**config.mk**
```make
export PLATFORM = sky130hd
export DESIGN_NAME = ctr_ram
export DESIGN_NICKNAME = d
export VERILOG_FILES = /design/src/ctr_ram.sv
export SDC_FILE = /design/constraint.sdc
export NUM_CORES = 1
export LEC_CHECK = 0
export BUFFER_PORTS_ARGS = -buffer_cell sky130_fd_sc_hd__buf_2
export CAP_MARGIN = 5
export CORE_MARGIN = 3
export CORE_UTILIZATION = 57
export CTS_BUF_LIST = sky130_fd_sc_hd__clkbuf_4
export DETAILED_ROUTE_END_ITERATION = 12
export PLACE_DENSITY = 0.78
export SYNTH_ARGS = -nofsm -noshare
export SYNTH_HDL_FRONTEND = slang
export SYNTH_SLANG_ARGS = --single-unit
```
**constraint.sdc**
```tcl
create_clock -name clock -period 1.6 [get_ports clock]
set_input_delay 0.08 -clock clock [delete_from_list [all_inputs] [get_ports clock]]
set_output_delay 0.08 -clock clock [all_outputs]
set_load 0.01 [all_outputs]
```
**src/ctr_ram.sv**
```systemverilog
// Generic single-port-write, single-port-read RAM with registered read.
module ctr_ram #(
   parameter int WIDTH = 8,
   parameter int DEPTH = 16
) (
   input  logic                     clock,
   input  logic                     wr_en,
   input  logic [$clog2(DEPTH)-1:0] wr_addr,
   input  logic [WIDTH-1:0]         wr_data,
   input  logic [$clog2(DEPTH)-1:0] rd_addr,
   output logic [WIDTH-1:0]         rd_data
);

   logic [WIDTH-1:0] mem [DEPTH];
   logic [WIDTH-1:0] rd_data_ff;

   always_ff @(posedge clock) begin
      if (wr_en) begin
         mem[wr_addr] <= wr_data;
      end
      rd_data_ff <= mem[rd_addr];
   end

   assign rd_data = rd_data_ff;

endmodule

```
### Yosys cells after proc, flatten, opt, wreduce, memory -nomap -nowiden

Memory sizes are Yosys's and may differ from the RTL's. A register that Yosys moved wholly into a read port is not among the register bits.
Index checks and enable logic that the tools add are counted.

| storage, ports and cells | value |
|---|---|
| register bits | 0 |
| bits in writable memories | 128 |
| input bits | 18 |
| memories | 1 |

Memory list:

| name | words | bits a word | rd ports | clocked after memory_dff | write ports | line | text |
|---|---|---|---|---|---|---|---|
| mem | 16 | 8 | 1 | 1 | 1 | 14 | `logic [WIDTH-1:0] mem [DEPTH];` |

| operators by class | value |
|---|---|
| muxes and demuxes | 2 |

Operators with widths:

| operator | count |
|---|---|
| 1-bit two-way mux | 2 |

### Logic depth before layout (Yosys ltp)

| logic depth | value |
|---|---|
| depth in word-level cells | 2 |
| mapped depth | 5 |

### Least setup slack after synthesis

OpenSTA, ideal clock, no wires.

| timing | value |
|---|---|
| path kind | input-to-reg |
| start | in wr_addr[2] |
| end | mem mem[0][0], enable pin |
| library setup time | 0.383 ns |
| arrival time | 1.190 ns |
| path slack | 0.027 ns |
| cell stages on the path | 2 |
| path buffers | 0 |
| cell sequence | or3b_2 > nor3_1 |

RTL lines:

| what | line | text |
|---|---|---|
| start, declared | 8 | `input logic [$clog2(DEPTH)-1:0] wr_addr,` |
| end, declared | 14 |  |

Straight into the memory's write port.

==> results.py <==
metrics = {
    "detailed_routing": {
        "drc": 0,
        "drt_wl_total_um": 10000,
        "wire_per_inst_um": 24.1,
        "ant_nets": 0,
        "dr_total_vias": 2574,
        "drtIter0Drc": 246,
        "first_pass_iters": 5,
        "viasPerCell": 6.19,
    },
    "place": {
        "placed_cells": 376,
        "io_buffers": 25,
        "gp_congestion": 0.758,
        "dp_slack_ns": 0.102,
        "dp_hpwl_um": 6510,
    },
    "global_route": {
        "grt_pass1_wl_um": 15300,
        "grt_max_degree": 22,
        "grt.total_usage": 0.215,
        "antenna_found_initial": 1,
        "first_global_vias": 2679,
        "grt_overflow": 0,
    },
    "status": {
        "status": "finished, final reports clean",
    },
    "timing": {
        "fin_tns_setup_ns": 0,
        "drv_slew": 0,
        "slew_headroom": 0.724,
        "worst_slack_ns": 0.242,
        "finalHoldViolCount": 0,
        "worstMarginPinSlew_ns": 0.413,
        "rsz0062_at_grt": "false",
        "min_period_ns": 1.36,
        "setup_viol": 0,
        "fin_skew_ns": 0.0125,
        "period_share": 0.849,
        "fmax_mhz": 736,
    },
    "power": {
        "p_seq_frac": 0.600,
        "p_sw_frac": 0.214,
        "power.leakage_nw": 2.02,
        "p_comb_frac": 0.060,
        "power.density_mw_per_mm2": 1130,
        "power.switching_mw": 1.43,
        "ir_drop_mv": 0.855,
        "clkPwrFrac": 0.340,
        "cell_internal_pwr_mw": 5.24,
    },
    "synthesis": {
        "synth_common_cells": "edfxtp_1, mux4_2, a22oi_1, mux4_1, nor2_1",
        "synth-seq-cells": 136,
        "yosysUniqueCellTypes": 19,
        "synth_nets": 247,
        "syn_avg_cell_area_um2": 22.5,
        "synthTopCellsByArea": "edfxtp_1, mux4_2, mux4_1",
        "synthXorXnorAreaFrac": 0,
        "synth_ff_type": "edfxtp_1",
        "synth_top_family_by_area": "multiplexers",
        "synth_compound_area_frac": 0.0233,
        "synth-async-reset-ratio": 0,
        "synth_cells": 229,
        "synthAdderAreaFrac": 0,
        "yosys.area.top_type": "edfxtp_1",
        "synth_top_area_frac": 0.747,
        "syn-cell-area_mm2": 0.00515,
        "seq_area_frac_synth": 0.778,
        "synth_edf_count": 128,
        "yosysWarnings": 0,
        "synthMuxAreaShare": 0.150,
        "synth-simple-area-share": 0.0318,
        "yosysMostFrequentCell": "edfxtp_1",
    },
    "finish": {
        "drive_above_1_share": 0.318,
        "num_antenna_cells": 0,
        "fillCellCount": 550,
        "syn2layout_area_growth_pct": 14.9,
        "nets": 313,
        "final_cells": 416,
    },
    "floorplanning": {
        "die_y_um": 101,
        "initial_utilization": 0.587,
        "num_io_pins": 26,
        "core_area_mm2": 0.00876,
        "die_w_um": 101,
        "die_area_mm2": 0.0102,
        "fp-row-count": 34,
    },
    "clocking": {
        "clkTransAtPathRegs_ns": 0.11,
        "cts_tree": "yes",
        "cts_sinks": 136,
        "htreeDepth": 4,
        "cts-buffers-inserted": 17,
        "clock_tree.buffer_depth": 2,
        "worstSkewPairLatency_ns": 0.50,
        "post_cts_buffers": 0,
        "root_buffer": "clkbuf_4",
    },
    "setup_path": {
        "cp.required_ns": 1.99,
        "end_kind": "flip-flop",
        "startpoint_type": "flip-flop",
        "cp.arrival_ns": 1.75,
        "path_max_fanout": 1,
        "critPathKind": "flip-flop to flip-flop",
    },
    "worst_hold_path": {
        "hold_class": "input port to flip-flop",
    },
    "job": {
        "cap_violations": 0,
    },
}
[critical path: stages, from the launching register on]
cell	delay (ns)
edfxtp_1	0.39
mux4_1	0.52
a22oi_1	0.25
nand2_1	0.10
[flip-flops by register name, indices dropped and copies added (netlist names)]
signal	count
mem	128
rd_data	8
[routing by layer]
layer	track usage	wire length (um)
met1	0.277	3950
met5	0	13
met2	0.345	5140
met3	0.0554	639
met4	0.101	268
[final cells by class]
class	instances	area, um2	share of cell area
Sequential cell	136	4000	0.677
Multi-Input combinational cell	83	1060	0.179
Clock inverter	14	158	0.0267
Clock buffer	18	135	0.0229
Tap cell	108	135	0.0229
Timing Repair Buffer	57	423	0.0715
[path summary, 6_finish.rpt]
kind               from          to  slack, ns  cells after the start
max           mem[1][5]  rd_data[5]       0.24                      3
min          rd_addr[2]  rd_data[1]       0.06                      4
max reg2reg   mem[1][5]  rd_data[5]       0.24                      3
min reg2reg  mem[15][1]  rd_data[1]       0.69                      3
[per-stage QoR]
stage	util	hold WS [ns]	total power [mW]	instance area, um2
floorplan	-	0.179	4.29	5150
global placement	0.632	0.451	4.45	5540
detailed placement	0.632	0.474	4.47	5540
CTS	0.675	0.0222	6.72	5910
global route	0.675	0.0775	6.89	5910
finish	0.675	0.0634	6.67	5910
[cell families after synthesis]
group,count (synthesis)
flip-flops,136
AND/OR/NAND/NOR,35
AO/OA/AOI/OAI,16
buffers and inverters,10
multiplexers,32
[power by group through the flow]
stage | Combinational (mW) | Sequential, mW | Clock, mW
2_1_floorplan | 0.202 | 4.09 | 0
3_3_place_gp | 0.370 | 4.08 | 0
3_5_place_dp | 0.385 | 4.09 | 0
4_1_cts | 0.403 | 4.00 | 2.31
6_report | 0.402 | 4.00 | 2.27
5_1_grt | 0.434 | 4.01 | 2.44
[what timing repair did]
item,CTS,global route
endpoints found under the setup margin,0,0
hold buffers,8,0
gates resized for setup,0,0
hold endpoints to repair,128,0
[cell usage in the layout (no fill, tap or decap), drive strengths merged]
| cell type | instances |
|---|---|
| edfxtp | 128 |
| buf | 49 |
| mux4 | 32 |
| clkbuf | 18 |
| a22oi | 16 |
| nor2 | 13 |
| nand2 | 9 |
| dlygate4sd3 | 8 |
| dfxtp | 8 |
| clkinv | 7 |
| nor3 | 4 |
| clkinvlp | 3 |
| bufinv | 3 |
| nand3b | 2 |
| nand2b | 2 |
| nor2b | 1 |
| and2 | 1 |
| and2b | 1 |
| nand3 | 1 |
| or3b | 1 |
| inv | 1 |
(Power assumes the default switching activity.)
