--- src/ctr_pkg.sv ---
// Shared types and constants for the centroid tracker core counter.
package ctr_pkg;

   localparam int MAX_TRACKS      = 64;
   localparam int COORD_FRAC_BITS = 4;

   localparam int IDX_W   = $clog2(MAX_TRACKS);
   localparam int LIM_W   = 8 + COORD_FRAC_BITS;
   localparam int LIM2_W  = 2 * LIM_W;
   localparam int D2_W    = 33;
   localparam int CORE_W  = 17 + COORD_FRAC_BITS;

   // x/3 = (x * RECIP3) >> RECIP3_SHIFT, exact for x below 2^17
   localparam logic [15:0] RECIP3       = 16'd43691;
   localparam int          RECIP3_SHIFT = 17;

   localparam logic [6:0]  COUNT_MAX    = 7'd127;
   localparam logic [21:0] AREA_SUM_MAX = 22'd4194303;

   localparam logic [2:0] CSR_AREA_LOW     = 3'd0;
   localparam logic [2:0] CSR_AREA_HIGH    = 3'd1;
   localparam logic [2:0] CSR_MATCH_RADIUS = 3'd2;
   localparam logic [2:0] CSR_LEFT_EDGE_X  = 3'd3;
   localparam logic [2:0] CSR_RIGHT_EDGE_X = 3'd4;

   localparam logic ACT_OBJECT = 1'b0;
   localparam logic ACT_EOF    = 1'b1;

   typedef struct packed {
      logic        action;
      logic [15:0] object_area;
      logic [15:0] centre_x;
      logic [15:0] centre_y;
   } req_type;

   typedef struct packed {
      logic        accepted;
      logic        newly_counted;
      logic [15:0] track_id;
      logic        table_full;
      logic [6:0]  frame_count;
      logic [21:0] frame_area;
   } rsp_type;

   typedef struct packed {
      logic [15:0] x;
      logic [15:0] y;
      logic        counted;
      logic [15:0] id;
   } entry_type;

   localparam int ENTRY_W = $bits(entry_type);

endpackage

--- src/ctr_mul.sv ---
// Shared registered 16x16 unsigned multiplier.
module ctr_mul
   import ctr_pkg::*;
(
   input  logic        clock,
   input  logic [15:0] op_a,
   input  logic [15:0] op_b,
   output logic [31:0] prod
);

   logic [31:0] prod_ff;

   always_ff @(posedge clock) begin
      prod_ff <= op_a * op_b;
   end

   assign prod = prod_ff;

endmodule

--- config.mk ---
export PLATFORM = sky130hd
export DESIGN_NAME = ctr_mul
export DESIGN_NICKNAME = d
export VERILOG_FILES = /design/src/ctr_pkg.sv /design/src/ctr_mul.sv
export SDC_FILE = /design/constraint.sdc
export NUM_CORES = 1
export LEC_CHECK = 0
export ABC_AREA = 1
export BUFFER_PORTS_ARGS = -buffer_cell sky130_fd_sc_hd__buf_4
export CORE_UTILIZATION = 40
export CTS_CLUSTER_SIZE = 24
export DETAILED_ROUTE_END_ITERATION = 10
export PLACE_DENSITY = 0.68
export SKIP_CTS_REPAIR_TIMING = 1
export SLEW_MARGIN = 10
export SYNTH_ARGS = -nofsm -noshare
export SYNTH_HDL_FRONTEND = slang
export SYNTH_SLANG_ARGS = --single-unit
--- constraint.sdc ---
create_clock -name clock -period 8.2 [get_ports clock]
set_clock_uncertainty 0.2 [all_clocks]
set_input_delay 1.23 -clock clock [delete_from_list [all_inputs] [get_ports clock]]
set_output_delay 1.23 -clock clock [all_outputs]
set_load 0.01 [all_outputs]
Word level (Yosys, flattened, before mapping)
Index checks and enable logic that the tools add are counted.
{ "op_classes": {"n_reduce_logical": 0, "n_mul": 1, "n_eq_ne": 0, "n_lt_le_gt_ge": 0, "n_addsub": 0, "n_bitwise": 0, "muxes": 0, "n_div": 0, "n_shift": 0} }
{ "op_table": {"columns": ["op", "n"], "rows": [
  ["multiplier 16 x 16 -> 32 bit", 1]
]} }
{ "totals": {"romBits": 0, "memories": 0, "register_bits": 32, "word_cells": 2, "ram_bits": 0, "inputBits": 33, "out_inout_bits": 32, "latchBits": 0} }

Depth between registers and ports, before layout
Gate-level depths: netlist (run 1).
{ "depth": {"depth_word": 1, "ltp_mapped": 25, "ltp_nobuf": 23} }

Worst setup path before layout (run 1)
Ideal clock, no wire load.
{ "synth_timing": {"path_type": "input port to flip-flop", "startpoint": "in op_a[7]", "endpoint": "reg prod_ff[28], in the netlist prod[28]", "t_arrival_ns": 5.985, "required_ns": 7.888, "cell_stages": 25, "path_buffers": 2, "setup_ns": 0.112, "setup_slack_ns": 1.903, "cell_sequence": "clkbuf_1 > clkbuf_1 > nand2_1 > fa_1 > inv_1 > fa_1 > inv_1 > fa_1 > inv_1 > fa_1 > fa_1 > inv_1 > fa_1 > inv_1 > ha_1 > nand2_1 > inv_1 > nand2_1 > nand2_1 > nand2_1 > nand2_1 > a21oi_1 > nand2_1 > nand2_1 > nand2_1"} }
{ "synth_via": {"elab_chain_len": 1} }
{ "synth_rtl": {"columns": ["item", "line", "text"], "rows": [
  ["start, declared", "ctr_mul.sv:6", "input logic [15:0] op_a,"],
  ["multiplier 16 x 16 -> 32 bit", "ctr_mul.sv:14", "prod_ff <= op_a * op_b;"],
  ["end signal, assigned", "ctr_mul.sv:14", null],
  ["end, declared", "ctr_mul.sv:11", "logic [31:0] prod_ff;"]
]} }
Every way passes these cells.

Worst setup path after layout (run 1)
{ "layout_timing": {"startpoint": "in op_a[10]", "endpoint": "reg prod_ff[22], in the netlist prod[22]"} }
Same word-level chain as after synthesis.

==> out/qor.txt, run 1 <==
Root Buffer: clkbuf_16
area delta synth->final: 7.86%
DR top layer: met4
Slew @ Worst Pin: 264 ps
Seq/Total Area, Yosys: 0.0634
#FFs+latches synth: 32
status: finished clean
Slew headroom: 0.823
RSZ-0062 raised after global routing: false
vias in the first global route: 8288
CP Max Fanout: 16
Core ar.: 0.0245 mm²
Die Span Y: 161 µm
Post-Syn Instances: 1401
synth unique cells: 22
via count of the routed design: 8057
gr usage total: 0.202
mux cell area share after synthesis: 0
Antenna Cells: 0
min Tclk post-route: 6110 ps
synthesized cell area: 0.0101 mm²
ys flop type: dfxtp_1
fraction of layout instances using a drive strength above 1: 0.0667
input/output buffers: 64
die extent in x: 161 µm
global-route wire length before repair: 41200 µm
final global-route overflow total: 0
syn_area_per_cell: 7.22 µm²
CP Launch Type: input port
Final Net Count: 1739
WL per Instance: 14.2 µm
critical-path cell list: buf_4 -> nand2_1 -> fa_1 -> fa_1 -> fa_1 -> fa_1 -> inv_1 -> fa_1 -> inv_1 -> fa_1 -> inv_1 -> ha_1 -> nand2_1 -> nand2_1 -> nand2_1 -> nand2_1 -> nand3b_2 -> nand2_1 -> nand2_1 -> nand2_1 -> nand2_1
largest family of logic cells by synthesized area: adder cells
HP Class: input port to flop
Post-DP HPWL: 20600 µm
Fmax achieved: 0.164 GHz
number of flops mapped to enable cells by yosys: 0
DRC violations left: 0
clock transition at the registers of the reported paths: 70 ps
initial antenna violation count: 0
asr flop ratio synth: 0
XOR/XNOR share of the synthesized area: 0.0156
Commonest cells post-synth: nand2_1 (450), inv_1 (433), fa_1 (194)
max-cap violation count: 0
Setup crit start: op_a[10]
Synth Net Count: 1732
clk sink count: 32
ANT nets after route: 0
final setup violating endpoints: 0
Synthesis Warnings: 0
# IOs: 65
largest area contributor in the netlist: fa_1
Metal-1 WL: 10700 µm
Synth top area share: 0.384
Iteration-0 DRC Markers: 455
Compound-Gate Fraction of Synth Area: 0.00990
die area: 0.0259 mm²
CTS buffer count: 5
Via density: 4.65
kind of critical path: input port to flop
most common cell in the netlist: nand2_1
met2 wire len: 12100 µm
Routed WL: 24600 µm
RD Place Congestion: 0.876
Largest register FFs: 32
CP arrival: 6080 ps
Max clock buf depth: 2
adder-cell share of the synthesized area: 0.513
Largest stage delay, worst path: 580 ps
Fin. Hold Viols: 0
met3 wire len: 1240 µm
largest net degree at the start of global routing: 17
Crit path top cell by count: nand2_1
Tcrit/Tclk final: 0.745
main area contributors after synthesis: fa_1 (38%), nand2_1 (17%), inv_1 (16%)
std cell rows: 57
Total Neg Setup Slack: 0 ps
TritonRoute pass-1 iters: 5
Initial Utilization: 0.412
Crit. End Element: flop
CTS tree: built
Post-Synth Simple-Gate Area: 0.214
hold wc startpoint: op_a[0]
Worst EP required: 8170 ps
pins over their slew limit: 0
CP max stage cell: fa_1
CTS HTree Levels: 2
kinds of logic after synthesis:
group,Yosys count
xor+xnor,18
buf+inv,497
simple gates,537
fa+ha+maj,298
flops,32
compound gates,19
per-stage QoR:
stage	util	instances	hold WS, ps	setup WS (ps)	instance area [µm²]
2_1_floorplan	-	1401	1310	1900	10100
3_3_place_gp	0.438	1725	1380	1860	10800
3_5_place_dp	0.438	1725	1380	1850	10800
4_1_cts	0.445	1733	1070	2130	10900
5_1_grt	0.445	1733	1100	1890	10900
6_report	0.445	1733	1080	2090	10900
cell type report:
type | count | area (µm²)
timing repair buffer | 64 | 480
inverter | 433 | 1630
clock buffer | 5 | 125
clock inverter | 3 | 23.8
sequential | 32 | 641
multi-input combinational | 872 | 7610
tap | 324 | 405
fill | 2510 | 13600
placed cells by master (no fill, tap or decap), drive strengths merged:
| master | count |
|---|---|
| nor2 | 39 |
| fa | 194 |
| clkinv | 1 |
| nand4 | 4 |
| clkinvlp | 2 |
| dfxtp | 32 |
| nand2 | 458 |
| a21oi | 17 |
| clkbuf | 5 |
| ha | 104 |
| nand3b | 2 |
| inv | 433 |
| o21bai | 1 |
| and2 | 1 |
| nand3 | 32 |
| xor2 | 15 |
| xnor2 | 3 |
| a21o | 1 |
| buf | 64 |
| nor3 | 1 |
routing by layer:
| layer | vias to the layer above | track usage |
|---|---|---|
| met5 | - | 0 |
| met4 | 0 | 0.0600 |
| met3 | 36 | 0.0257 |
| met2 | 219 | 0.342 |
| met1 | 3906 | 0.268 |
| li1 | 3896 | - |
worst paths after layout:
path	endpoint	depth (start not counted)	slack, ps
max	prod[22]$_DFF_P_	21	2090
min	prod[0]$_DFF_P_	3	1080
critical path, delay by kind of cell:
kind / cells / cell delay (ps)
adder cells (fa/ha/maj): 7 / 3460
buffers and inverters: 4 / 390
AND/OR/NAND/NOR: 10 / 1010
Power of run 1 is not shown: default switching activity piles up to over one toggle a cycle in this logic, so the estimate is an artifact.
==> inputs of run 2 (changes only) <==
Settings changed: PLACE_DENSITY 0.68 to 0.7.
Clock period 8.2 ns to 5.1 ns, I/O delays scaled along.
==> run 2 against run 1 <==
The flow now finishes with violations (setup timing). Final area is 16% higher. Global-route usage increased by 0.83 points. Non-clock buffer count increased by 115. Sequential share of layout area shrank 0.81 points. Die area unchanged. Critical endpoint is now prod[28]$_DFF_P_. Highest routed layer unchanged.
==> out/qor.txt, run 2 (same netlist as run 1, synthesis figures left out) <==
Fmax achieved: 0.186 GHz
Max clock buf depth: 2 (unchanged)
violated checks: setup timing
vias in the first global route: 8922 (was 8288)
max-cap violation count: 0 (unchanged)
DRC violations left: 0 (unchanged)
Root Buffer: clkbuf_16 (unchanged)
CTS buffer count: 5 (unchanged)
area delta synth->final: 25.1% (was 7.86%)
area of the multi-input gates: 0.00824 mm² (was 0.00761 mm²)
Antenna Cells: 0 (unchanged)
Largest stage delay, worst path: 610 ps (was 580 ps)
crit-path leading delay family: adder cells (unchanged)
Total Neg Setup Slack: -3510 ps (was 0 ps)
HP Class: input port to flop (unchanged)
min Tclk post-route: 5380 ps
kind of critical path: input port to flop (unchanged)
Buffers & Inverters on Critical Path: 5 (was 4)
WL per Instance: 14.1 µm (was 14.2 µm)
Crit. End Element: flop (unchanged)
status: complete, but fails checks (was finished clean)
pins over their slew limit: 0 (unchanged)
Slew headroom: 0.804 (was 0.823)
commonest cells after routing, fill and taps aside: inv_1 (402), nand2_1 (394), fa_1 (184) (was nand2_1 (450), inv_1 (433), fa_1 (194))
clk sink count: 32 (unchanged)
final setup violating endpoints: 20 (was 0)
initial antenna violation count: 0 (unchanged)
CP Launch Type: input port (unchanged)
fin util: 0.516 (was 0.445)
Largest register FFs: 32 (unchanged)
CP max stage cell: fa_1 (unchanged)
Hold Path Sink: prod[0]$_DFF_P_ (unchanged)
Min-Delay Path Depth: 3 (unchanged)
largest net degree at the start of global routing: 17 (unchanged)
Initial Utilization: 0.412 (unchanged)
CP Max Fanout: 11 (was 16)
Post-DP HPWL: 22400 µm (was 20600 µm)
register area: 641 µm² (unchanged)
ANT nets after route: 0 (unchanged)
CP arrival: 5350 ps (was 6080 ps)
fraction of layout instances using a drive strength above 1: 0.232 (was 0.0667)
Tcrit/Tclk final: 1.06
RD Place Congestion: 0.876 (about the same)
CTS tree: built (unchanged)
DP Worst Slack: -618 ps (was 1850 ps)
RSZ-0062 raised after global routing: true (was false)
most common cell after layout, fill and taps aside: inv_1 (was nand2_1)
critical-path cell list: buf_6 -> nand2_1 -> fa_1 -> fa_1 -> inv_1 -> fa_1 -> fa_2 -> fa_1 -> inv_1 -> fa_1 -> inv_1 -> ha_4 -> nand2_2 -> inv_1 -> a21oi_1 -> nand2_2 -> a21oi_2 -> nand2_1 -> nand2_1 -> nand2_1 (was buf_4 -> nand2_1 -> fa_1 -> fa_1 -> fa_1 -> fa_1 -> inv_1 -> fa_1 -> inv_1 -> fa_1 -> inv_1 -> ha_1 -> nand2_1 -> nand2_1 -> nand2_1 -> nand2_1 -> nand3b_2 -> nand2_1 -> nand2_1 -> nand2_1 -> nand2_1)
Slew @ Worst Pin: 293 ps (was 264 ps)
Fin. Hold Viols: 0 (unchanged)
Fillers: 2275 (was 2510)
final instance area: 0.0127 mm² (was 0.0109 mm²)
Worst EP required: 5070 ps (was 8170 ps)
clock transition at the registers of the reported paths: 50 ps (was 70 ps)
Routed WL: 26000 µm (was 24600 µm)
via count of the routed design: 8614 (was 8057)
die extent in x: 161 µm (unchanged)
Via density: 4.66 (was 4.65)
global-route wire length before repair: 43600 µm (was 41200 µm)
Final Net Count: 1854 (was 1739)
std cell rows: 57 (unchanged)
Core ar.: 0.0245 mm² (unchanged)
gr usage total: 0.210 (was 0.202)
input/output buffers: 64 (unchanged)
TritonRoute pass-1 iters: 5 (unchanged)
final global-route overflow total: 0 (unchanged)
Final WS setup: -285 ps (was 2090 ps)
Die Span Y: 161 µm (unchanged)
hold wc startpoint: op_b[0] (was op_a[0])
Placed Area: 0.0119 mm² (was 0.0108 mm²)
CTS HTree Levels: 2 (unchanged)
Crit path top cell by count: fa_1 (was nand2_1)
die area: 0.0259 mm² (unchanged)
# IOs: 65 (unchanged)
Iteration-0 DRC Markers: 596 (was 455)
-- run 2: cell types whose count changed in the layout (fill, tap and decap cells not counted), sizes merged --
| cell | change |
|---|---|
| clkinv | +2 |
| clkbuf | +1 |
| clkinvlp | -2 |
| buf | +114 |
-- run 2: worst max-delay path by stage --
stage	from	endpoint	slack, ps	cells after the start
after floorplan	op_b[6]	prod[28]$_DFF_P_	-310	25
after global placement	op_a[7]	prod[28]$_DFF_P_	-590	21
after detailed placement	op_a[9]	prod[31]$_DFF_P_	-620	23
after CTS	op_a[9]	prod[31]$_DFF_P_	-340	23
after global routing	op_a[3]	prod[31]$_DFF_P_	-480	23
final	op_a[11]	prod[28]$_DFF_P_	-280	20
-- run 2: cell type report --
class	instances	share of cell area
Multi-Input combinational cell	872	0.651
Clock buffer	5	0.00989
Tap cell	324	0.0320
Inverter	433	0.129
Timing Repair Buffer	179	0.126
Clock inverter	3	0.00148
Sequential cell	32	0.0506
-- run 2: layer usage --
| layer | routed length [µm] | share of wire | up-vias | GRT usage |
|---|---|---|---|---|
| met5 | 0 | 0 | - | 0 |
| met4 | 416 | 0.016 | 0 | 0.0493 |
| met3 | 1360 | 0.052 | 39 | 0.0277 |
| met2 | 13100 | 0.51 | 253 | 0.368 |
| met1 | 11100 | 0.43 | 4192 | 0.274 |
| li1 | - | - | 4130 | - |
-- run 2: tightest hold or removal path, cell delays in order --
cell and delay, ps:
buf_4 180, nand2_1 90, inv_1 30
-- run 2: per-stage QoR --
| stage | hold slack [ps] | cells |
|---|---|---|
| final | 631 | 1848 |
| after global routing | 652 | 1848 |
| after CTS | 625 | 1838 |
| after detailed placement | 921 | 1830 |
| after global placement | 922 | 1830 |
| after floorplan | 843 | 1401 |
Power of run 2 is left out for the same reason.
==> inputs of run 3 (changes only) <==
Settings changed: TNS_END_PERCENT from default to 10.
==> run 3 against run 2 <==
The flow still finishes with violations (setup timing). Sequential share of layout area rose by 0.13 points. Hold slack got worse by 21 ps. Sequential cell count unchanged. Critical endpoint unchanged.
==> out/qor.txt, run 3 (same netlist as run 1, synthesis figures left out) <==
Worst EP required: 5070 ps (about the same)
Root Buffer: clkbuf_16 (unchanged)
Tcrit/Tclk final: 1.05 (was 1.06)
ANT nets after route: 0 (unchanged)
Routed WL: 25000 µm (was 26000 µm)
Max clock buf depth: 2 (unchanged)
min Tclk post-route: 5370 ps (was 5380 ps)
max-cap violation count: 0 (unchanged)
commonest cells after routing, fill and taps aside: inv_1 (422), nand2_1 (413), fa_1 (185) (was inv_1 (402), nand2_1 (394), fa_1 (184))
violated checks: setup timing (unchanged)
final global-route overflow total: 0 (unchanged)
initial antenna violation count: 0 (unchanged)
Fin. Hold Viols: 0 (unchanged)
CTS HTree Levels: 2 (unchanged)
kind of critical path: input port to flop (unchanged)
final setup violating endpoints: 21 (was 20)
gr usage total: 0.205 (was 0.210)
WL per Instance: 13.6 µm (was 14.1 µm)
Antenna Cells: 0 (unchanged)
via count of the routed design: 8503 (was 8614)
Crit. End Element: flop (unchanged)
clock transition at the registers of the reported paths: 70 ps (was 50 ps)
die area: 0.0259 mm² (unchanged)
most common cell after layout, fill and taps aside: inv_1 (unchanged)
largest net degree at the start of global routing: 17 (unchanged)
Fillers: 2359 (was 2275)
Core ar.: 0.0245 mm² (unchanged)
die extent in x: 161 µm (unchanged)
RSZ-0062 raised after global routing: true (unchanged)
TritonRoute pass-1 iters: 5 (unchanged)
Slew @ Worst Pin: 263 ps (was 293 ps)
input/output buffers: 64 (unchanged)
vias in the first global route: 8993 (was 8922)
RD Place Congestion: 0.874 (was 0.876)
clk sink count: 32 (unchanged)
DRC violations left: 0 (unchanged)
area of the multi-input gates: 0.00808 mm² (was 0.00824 mm²)
CTS tree: built (unchanged)
global-route wire length before repair: 42700 µm (was 43600 µm)
Die Span Y: 161 µm (unchanged)
CP arrival: 5340 ps (was 5350 ps)
Post-DP HPWL: 22200 µm (was 22400 µm)
Finished Layout Cells: 1839 (was 1848)
Largest register FFs: 32 (unchanged)
Fmax achieved: 0.186 GHz (about the same)
# IOs: 65 (unchanged)
Initial Utilization: 0.412 (unchanged)
register area: 641 µm² (unchanged)
Final Net Count: 1845 (was 1854)
dpl cells: 1825 (was 1830)
area delta synth->final: 21.9% (was 25.1%)
CP Max Fanout: 9 (was 11)
Iteration-0 DRC Markers: 396 (was 596)
Slew headroom: 0.823 (was 0.804)
fraction of layout instances using a drive strength above 1: 0.195 (was 0.232)
Via density: 4.62 (was 4.66)
fin util: 0.503 (was 0.516)
Final WS setup: -272 ps (was -285 ps)
HP Class: input port to flop (unchanged)
CTS buffer count: 5 (unchanged)
pins over their slew limit: 0 (unchanged)
status: complete, but fails checks (unchanged)
std cell rows: 57 (unchanged)
CP Launch Type: input port (unchanged)
## run 3: changes by cell type in the layout (fill, tap and decap cells not counted), sizes merged
cell | before | now
clkbuf | 6 | 7
bufinv | 0 | 1
clkinv | 3 | 0
buf | 178 | 170
## run 3: worst max-delay path, stage by stage
cell	delay, ps
buf_12	110
buf_4	110
nand2_2	50
fa_1	530
inv_1	50
fa_1	500
inv_1	70
fa_1	530
inv_1	50
fa_2	550
fa_1	430
inv_1	80
fa_1	410
inv_1	100
ha_4	230
nand2_4	110
inv_1	60
nand2_2	70
nand2_1	60
nand2_1	70
nand2_2	60
a21oi_2	140
nand2_1	60
nand2_1	50
nand2_1	50
## run 3: layout make-up
cell class,instances,area share
Sequential cell,32,0.0520
Timing Repair Buffer,170,0.113
Multi-Input combinational cell,872,0.655
Tap cell,324,0.0329
Clock inverter,1,0.00244
Clock buffer,7,0.0124
Inverter,433,0.132
## run 3: worst paths after layout
path	startpoint	to	slack, ps	cells past startpoint
setup / recovery	op_a[7]	prod[28]$_DFF_P_	-270	25
hold / removal	op_b[0]	prod[0]$_DFF_P_	610	3
## run 3: per-layer routing
| metal | up-vias | global-route usage | wire, µm |
|---|---|---|---|
| li1 | 4108 | - | - |
| met1 | 4106 | 0.271 | 10700 |
| met2 | 249 | 0.351 | 12100 |
| met3 | 40 | 0.0290 | 1600 |
| met4 | 0 | 0.0506 | 592 |
| met5 | - | 0 | 0 |
## run 3: metrics by stage
stage	cell area, µm²	setup TNS [ps]	hold WS [ps]	setup slack, ps
final	12300	-4280	611	-272
after global routing	12300	-8500	646	-464
after CTS	11900	-5710	607	-404
after detailed placement	11800	-12090	920	-671
after global placement	11800	-11220	911	-611
after floorplan	10700	-5450	843	-333
Power of run 3 is left out for the same reason.
